<file path="src/rtl/clfp_pkg.sv">
// Package for the command/length frame parser: types, codes and constants.
package clfp_pkg;

  localparam int unsigned LEN_FIELD_BYTES = 4;
  localparam int unsigned SEEN_W = 3;
  localparam int unsigned REM_W = 32;
  localparam int unsigned CFG_IDX_W = 8;
  localparam int unsigned CFG_DATA_W = 16;

  typedef enum logic [2:0] {
    ST_IDLE  = 3'd0,
    ST_IMAGE = 3'd1,
    ST_POSE  = 3'd2,
    ST_RGB   = 3'd3,
    ST_DEPTH = 3'd4,
    ST_EDGE  = 3'd5,
    ST_NODE  = 3'd6
  } state_t;

  typedef enum logic [1:0] {
    FT_RGB   = 2'd0,
    FT_DEPTH = 2'd1,
    FT_EDGE  = 2'd2,
    FT_NODE  = 2'd3
  } frame_type_t;

  localparam logic [1:0] STATUS_PAYLOAD = 2'd0;
  localparam logic [1:0] STATUS_EMPTY   = 2'd1;
  localparam logic [1:0] STATUS_UNKNOWN = 2'd2;

  localparam logic [CFG_IDX_W-1:0] REG_IMAGE_GROUP = 8'd0;
  localparam logic [CFG_IDX_W-1:0] REG_POSE_GROUP  = 8'd1;
  localparam logic [CFG_IDX_W-1:0] REG_RGB         = 8'd2;
  localparam logic [CFG_IDX_W-1:0] REG_DEPTH       = 8'd3;
  localparam logic [CFG_IDX_W-1:0] REG_EDGE        = 8'd4;
  localparam logic [CFG_IDX_W-1:0] REG_NODE        = 8'd5;
  localparam logic [CFG_IDX_W-1:0] REG_EDGE_LEN    = 8'd6;
  localparam logic [CFG_IDX_W-1:0] REG_NODE_LEN    = 8'd7;

  typedef struct packed {
    logic [1:0]  status;
    logic        last;
    frame_type_t ftype;
    logic [7:0]  data;
  } result_t;

endpackage

</file>
<file path="src/rtl/command_length_frame_parser_top.sv">
// Top level of the command/length frame parser.
//
// Input stream (s_*): one byte per transaction in s_tdata[7:0]. A group byte
// opens an image or pose-graph header, a subtype byte follows. Image frames
// then carry a 4-byte little-endian length; pose-graph frames use the
// configured fixed length. Each payload byte comes out on m_* tagged with its
// frame type and tlast on the final byte. An unknown group byte gives an
// error result; a zero-length image gives an empty-frame result.
// Config channel (cfg_*): register index and data, always ready; write only
// while the block is idle.
// Throughput: one byte per cycle while s_tready is high. Results pass
// through an output register backed by a one-entry skid register, so the
// parser keeps accepting while one result waits; s_tready drops only when
// both are full.
// Reset (rst, synchronous): parser idle, registers to their defaults, no
// result pending.
module command_length_frame_parser_top (
  input  logic        clk,
  input  logic        rst,
  input  logic        s_tvalid,
  output logic        s_tready,
  input  logic [7:0]  s_tdata,   // [7:0] in_byte
  output logic        m_tvalid,
  input  logic        m_tready,
  output logic [7:0]  m_tdata,   // [7:0] out_byte
  output logic        m_tlast,   // last_of_frame
  output logic [3:0]  m_tuser,   // [1:0] frame_type, [3:2] status
  input  logic        cfg_valid,
  output logic        cfg_ready,
  input  logic [clfp_pkg::CFG_IDX_W-1:0]  cfg_index,
  input  logic [clfp_pkg::CFG_DATA_W-1:0] cfg_data
);

  logic [7:0]  image_group_code;
  logic [7:0]  pose_group_code;
  logic [7:0]  rgb_code;
  logic [7:0]  depth_code;
  logic [7:0]  edge_code;
  logic [7:0]  node_code;
  logic [15:0] edge_payload_length;
  logic [15:0] node_payload_length;

  clfp_pkg::state_t state, state_next;
  logic [clfp_pkg::SEEN_W-1:0] seen, seen_next;
  logic [clfp_pkg::REM_W-1:0]  remaining, remaining_next, len_acc;

  clfp_pkg::result_t res, out_reg, skid;
  logic res_valid, out_valid, skid_valid;
  logic in_fire;
  clfp_pkg::frame_type_t cur_type;
  logic [7:0] b;

  assign cfg_ready = 1'b1;
  assign s_tready  = !skid_valid;
  assign in_fire   = s_tvalid && s_tready;
  assign b         = s_tdata;

  always_ff @(posedge clk) begin
    if (rst) begin
      image_group_code    <= 8'd0;
      pose_group_code     <= 8'd1;
      rgb_code            <= 8'd0;
      depth_code          <= 8'd1;
      edge_code           <= 8'd2;
      node_code           <= 8'd3;
      edge_payload_length <= 16'd64;
      node_payload_length <= 16'd64;
    end else if (cfg_valid) begin
      case (cfg_index)
        clfp_pkg::REG_IMAGE_GROUP: image_group_code    <= cfg_data[7:0];
        clfp_pkg::REG_POSE_GROUP:  pose_group_code     <= cfg_data[7:0];
        clfp_pkg::REG_RGB:         rgb_code            <= cfg_data[7:0];
        clfp_pkg::REG_DEPTH:       depth_code          <= cfg_data[7:0];
        clfp_pkg::REG_EDGE:        edge_code           <= cfg_data[7:0];
        clfp_pkg::REG_NODE:        node_code           <= cfg_data[7:0];
        clfp_pkg::REG_EDGE_LEN:    edge_payload_length <= cfg_data;
        clfp_pkg::REG_NODE_LEN:    node_payload_length <= cfg_data;
        default: ;
      endcase
    end
  end

  always_ff @(posedge clk) begin
    if (rst) begin
      state     <= clfp_pkg::ST_IDLE;
      seen      <= '0;
      remaining <= '0;
    end else begin
      state     <= state_next;
      seen      <= seen_next;
      remaining <= remaining_next;
    end
  end

  always_comb begin
    case (state)
      clfp_pkg::ST_DEPTH: cur_type = clfp_pkg::FT_DEPTH;
      clfp_pkg::ST_EDGE:  cur_type = clfp_pkg::FT_EDGE;
      clfp_pkg::ST_NODE:  cur_type = clfp_pkg::FT_NODE;
      default:            cur_type = clfp_pkg::FT_RGB;
    endcase
  end

  // little-endian length: byte lane selected by bytes seen so far
  assign len_acc = remaining | (clfp_pkg::REM_W'(b) << {seen[1:0], 3'b000});

  always_comb begin
    state_next     = state;
    seen_next      = seen;
    remaining_next = remaining;
    res_valid      = 1'b0;
    res            = '0;
    if (in_fire) begin
      case (state)
        clfp_pkg::ST_IMAGE: begin
          seen_next      = '0;
          remaining_next = '0;
          if (b == rgb_code) state_next = clfp_pkg::ST_RGB;
          else if (b == depth_code) state_next = clfp_pkg::ST_DEPTH;
          else state_next = clfp_pkg::ST_IDLE;
        end
        clfp_pkg::ST_POSE: begin
          seen_next = '0;
          if (b == edge_code && edge_payload_length != 16'd0) begin
            remaining_next = clfp_pkg::REM_W'(edge_payload_length);
            state_next     = clfp_pkg::ST_EDGE;
          end else if (b != edge_code && b == node_code && node_payload_length != 16'd0) begin
            remaining_next = clfp_pkg::REM_W'(node_payload_length);
            state_next     = clfp_pkg::ST_NODE;
          end else begin
            remaining_next = '0;
            state_next     = clfp_pkg::ST_IDLE;
          end
        end
        clfp_pkg::ST_RGB, clfp_pkg::ST_DEPTH, clfp_pkg::ST_EDGE, clfp_pkg::ST_NODE: begin
          res.ftype = cur_type;
          if ((state == clfp_pkg::ST_RGB || state == clfp_pkg::ST_DEPTH) &&
              seen < clfp_pkg::SEEN_W'(clfp_pkg::LEN_FIELD_BYTES)) begin
            seen_next      = seen + 1'b1;
            remaining_next = len_acc;
            if (seen_next == clfp_pkg::SEEN_W'(clfp_pkg::LEN_FIELD_BYTES) &&
                len_acc == '0) begin
              state_next = clfp_pkg::ST_IDLE;
              seen_next  = '0;
              res_valid  = 1'b1;
              res.last   = 1'b1;
              res.status = clfp_pkg::STATUS_EMPTY;
            end
          end else begin
            res_valid  = 1'b1;
            res.data   = b;
            res.status = clfp_pkg::STATUS_PAYLOAD;
            if (remaining <= clfp_pkg::REM_W'(1)) begin
              state_next     = clfp_pkg::ST_IDLE;
              seen_next      = '0;
              remaining_next = '0;
              res.last       = 1'b1;
            end else begin
              remaining_next = remaining - 1'b1;
            end
          end
        end
        default: begin
          seen_next      = '0;
          remaining_next = '0;
          if (b == image_group_code) state_next = clfp_pkg::ST_IMAGE;
          else if (b == pose_group_code) state_next = clfp_pkg::ST_POSE;
          else begin
            state_next = clfp_pkg::ST_IDLE;
            res_valid  = 1'b1;
            res.status = clfp_pkg::STATUS_UNKNOWN;
          end
        end
      endcase
    end
  end

  // output register with one-entry skid
  always_ff @(posedge clk) begin
    if (rst) begin
      out_valid  <= 1'b0;
      skid_valid <= 1'b0;
    end else if (!out_valid || m_tready) begin
      if (skid_valid) begin
        out_valid  <= 1'b1;
        skid_valid <= 1'b0;
      end else begin
        out_valid <= res_valid;
      end
    end else if (res_valid) begin
      skid_valid <= 1'b1;
    end
  end

  always_ff @(posedge clk) begin
    if (!out_valid || m_tready) begin
      out_reg <= skid_valid ? skid : res;
    end else if (res_valid) begin
      skid <= res;
    end
  end

  assign m_tvalid = out_valid;
  assign m_tdata  = out_reg.data;
  assign m_tlast  = out_reg.last;
  assign m_tuser  = {out_reg.status, out_reg.ftype};

endmodule

</file>
<file path="config.mk">
export PLATFORM = sky130hd
export DESIGN_NAME = command_length_frame_parser_top
export DESIGN_NICKNAME = d
export VERILOG_FILES = /design/src/rtl/clfp_pkg.sv /design/src/rtl/command_length_frame_parser_top.sv
export SDC_FILE = /design/constraint.sdc
export NUM_CORES = 1
export LEC_CHECK = 0
export ABC_AREA = 1
export BUFFER_PORTS_ARGS = -buffer_cell sky130_fd_sc_hd__buf_2
export CAP_MARGIN = 30
export CORE_UTILIZATION = 50
export DETAILED_ROUTE_END_ITERATION = 10
export PLACE_DENSITY = 0.75
export SLEW_MARGIN = 20
export SYNTH_ARGS = -nofsm -noshare
export SYNTH_HDL_FRONTEND = slang
export SYNTH_SLANG_ARGS = --single-unit
</file>
<file path="constraint.sdc">
create_clock -name clk -period 3 [get_ports clk]
set_input_delay 0.45 -clock clk [delete_from_list [all_inputs] [get_ports clk]]
set_output_delay 0.45 -clock clk [all_outputs]
set_load 0.05 [all_outputs]
</file>
==> results.md <==
| Item | This run | Unit |
| --- | --- | --- |
| Outcome | complete, no violations | - |
| Fraction of power consumed by the clock network | 0.283 | - |
| Syn nets | 1,263 | - |
| Most area-consuming cells after synthesis | dfxtp_1 (29%), nand2_1 (12%), nor2_1 (9.5%) | - |
| Total internal power | 4.038 | mW |
| Height of the chip | 130.8 | um |
| Post-CTS setup buffers | 0 | - |
| Worst hold-check path type | in2reg | - |
| Worst stage delay on the critical path | 0.78 | ns |
| Max capacitance violation total | 0 | - |
| Worst reg2reg startpoint | seen[0] | - |
| Fraction of power consumed by combinational cells | 0.377 | - |
| Core Rows | 46 | - |
| Post-synthesis instance area | 8300 | um2 |
| Static power due to leakage | 4.121 | nW |
| Drt total wl | 22,090 | um |
| Cell type of the slowest stage on the worst timing path | dfxtp_1 | - |
| Critical path's top delay family | flip-flops | - |
| Max Slew Vio Count | 0 | - |
| Commonest cells after routing, fill and taps aside | nand2_1 (273), nor2_1 (209), o21ai_0 (122) | - |
| Share of Yosys cell area claimed by the top area cell type | 0.2894 | - |
| DRC Markers | 0 | - |
| Initial antenna violation count | 0 | - |
| Total buffers and inverters traversed by the critical path | 2 | - |
| Most common library cell in the layout ignoring fill and taps | nand2_1 | - |
| CTS tree | yes | - |
| Via count of the first global-routing pass | 7,129 | - |
| Count of instances resized after the clock tree is built | 0 | - |
| Number of H-tree levels | 4 | - |
| Type of element launching the critical path | register | - |
| Hold violation count in the final report | 0 | - |
| Number of violations reported at the end of detailed-routing iteration 0 | 740 | - |
| Post-route worst setup slack | 0.3855 | ns |
| Slew headroom | 0.5095 | - |
| Number of detailed-route iterations in the first pass | 5 | - |
| Seq/Total Area, Yosys | 0.3835 | - |
| Post-route cell area | 9121 | um2 |
| Share of the clock period used by the worst path after layout | 0.8715 | - |
| Arrival @ worst endpoint | 2.74 | ns |
| Number of buffers between clock root and the deepest sink | 2 | - |
| Reg clk slew, reported paths | 0.06 | ns |
| Critical path peak fanout | 17 | - |
| Antenna Nets Post-Route | 0 | - |
| DR vias | 7,833 | - |
| Cell taking the most area after synthesis | dfxtp_1 | - |
| Reg power frac | 0.341 | - |
| Dominant register cell in the synthesized netlist | dfxtp_1 | - |
| Maximum VDD drop | 0.5479 | mV |
| Final min period | 2.614 | ns |
| Worst-case setup slack after placement | 0.4518 | ns |
| Core area | 16,060 | um2 |
| Type of the setup path with the least slack | reg2reg | - |
| Most used cell along the critical path | nand2_1 | - |
| Worst-skew pair later-pin latency | 0.43 | ns |
| Total global routing track utilization | 0.2776 | - |
| Max Clock Skew | 0.01049 | ns |
| Setup crit start | seen[0] | - |
| Final weighted congestion in routability-driven placement | 0.9633 | - |
| Num ports | 53 | - |
| Hold-fix buffer count after cts | 0 | - |
| Cell area after placement | 8591 | um2 |
| Switching part of the total power | 0.4078 | - |
| Beginning of the worst hold path | cfg_data[15] | - |
| Type of element capturing the critical path | register | - |
| Share of post-route cells with drive strength above 1 | 0.1043 | - |
| Total overflow reported by the global router | 0 | - |
| Cell count after synthesis | 1,222 | - |
| Mean instance size in the synthesized netlist | 6.793 | um2 |
| Number of synthesized register bits | 146 | - |
| Achievable frequency | 0.3825 | GHz |
| Routed wirelength normalized by instance count | 15.01 | um |
| Asr flop ratio synth | 0 | - |
| Unrepaired setup endpoints after global routing | false | - |
| HPWL after DPL | 15,730 | um |
| Setup TNS | 0 | ns |
| Area growth from synthesis to layout | 9.888 | % |
| Measured slew at the worst slew-check pin | 0.7348 | ns |
| Die width | 130.8 | um |
| List of cells traversed by the critical path | inv_4 -> nand2_1 -> o21ai_0 -> nor2_1 -> nand2_1 -> nor2_1 -> nand2_1 -> o21bai_4 -> nand2_2 -> a21oi_1 -> buf_4 | - |
| Total Nets Final | 1,286 | - |
| Final number of setup-violating endpoints | 0 | - |
| Data required, critical path | 3.12 | ns |
| Maximum number of pins on one net before global-route repair | 66 | - |
| Wire length of the first global-routing pass | 36,360 | um |
| Effective utilization at floorplan | 0.5169 | - |
| Clock root buffer | clkbuf_16 | - |
| Count of different cell masters after synthesis | 42 | - |
| Pwr Total | 6.819 | mW |
| Die area | 17,120 | um2 |
| Number of enable flip-flop cells after synthesis | 26 | - |
| Average via count per standard cell | 5.321 | - |
| Clock sinks | 146 | - |
| Switching power summed over all nets | 2.781 | mW |
| TritonCTS Buffers | 17 | - |
| Yosys warning total | 0 | - |
| Diodes inserted | 0 | - |
| Final standard cell utilization of the core | 0.5680 | - |
| I/O Buffers | 51 | - |
| Power per Cell Area | 747.6 | nW/um2 |
==> registers in the layout (all words and copies together) (netlist names) <==
register / cells
seen: 3
edge_code: 8
rgb_code: 8
m_tlast: 1
skid: 13
image_group_code: 8
m_tvalid: 1
depth_code: 8
node_payload_length: 16
m_tuser: 4
node_code: 8
pose_group_code: 8
m_tdata: 8
state: 3
skid_valid: 1
remaining: 32
edge_payload_length: 16
==> metal layers <==
| layer | vias to the layer above | share of wire | wire, um | global-route usage |
|---|---|---|---|---|
| met5 | - | 0 | 0 | 0 |
| met4 | 0 | 0.021 | 468 | 0.1014 |
| met3 | 40 | 0.085 | 1883 | 0.05130 |
| met2 | 332 | 0.43 | 9441 | 0.4223 |
| met1 | 3491 | 0.47 | 10300 | 0.3911 |
| li1 | 3970 | - | - | - |
==> per-stage QoR <==
stage | instances | hold WS, ns
6_report | 1472 | 0.2757
3_5_place_dp | 1442 | 0.4595
4_1_cts | 1472 | 0.2652
3_3_place_gp | 1442 | 0.4525
5_1_grt | 1472 | 0.2797
2_1_floorplan | 1222 | 0.4391
==> final timing paths <==
check,depth (start not counted),endpoint,slack [ns]
worst max-delay path,11,skid[7],0.39
worst min-delay path,3,node_payload_length[15],0.28
worst max register to register,11,skid[7],0.39
worst min register to register,2,edge_payload_length[13],0.46
==> power groups by stage <==
stage	clock, mW	sequential (mW)	combinational, mW
final	1.93	2.32	2.57
after global routing	2.03	2.35	2.85
after CTS	1.95	2.32	2.53
after detailed placement	0	2.36	2.52
after global placement	0	2.35	2.51
after floorplan	0	2.58	1.75
==> Yosys cell counts (13+ instances only) <==
cell,instances
nand2_1,273
nor2_1,210
o21ai_0,122
dfxtp_1,120
inv_1,108
nand3_1,84
a21oi_1,70
xor2_1,43
edfxtp_1,26
clkbuf_1,24
xnor2_1,16
nand4_1,15
buf_2,13
nor3_1,13
==> area by class of cell <==
class / instances / area, um2
clock inverters: 8 / 55.05
flip-flops and latches: 146 / 3183
well taps: 216 / 270.3
fillers: 1559 / 6937
inverters: 115 / 439.2
clock buffers: 22 / 475.5
multi-input cells: 901 / 4333
repair buffers: 64 / 365.4
==> worst min-delay path: cells and delay by family <==
kind | cells | cell delay [ns]
simple gates | 2 | 0.12
buf+inv | 1 | 0.09
==> cells by family after synthesis <==
group,share of synthesized area
AO/OA/AOI/OAI,0.1313
XOR/XNOR,0.06225
adder cells (fa/ha/maj),0.006030
buffers and inverters,0.09481
flip-flops,0.3835
other,0.0004518
AND/OR/NAND/NOR,0.3217
(Power assumes the default switching activity.)
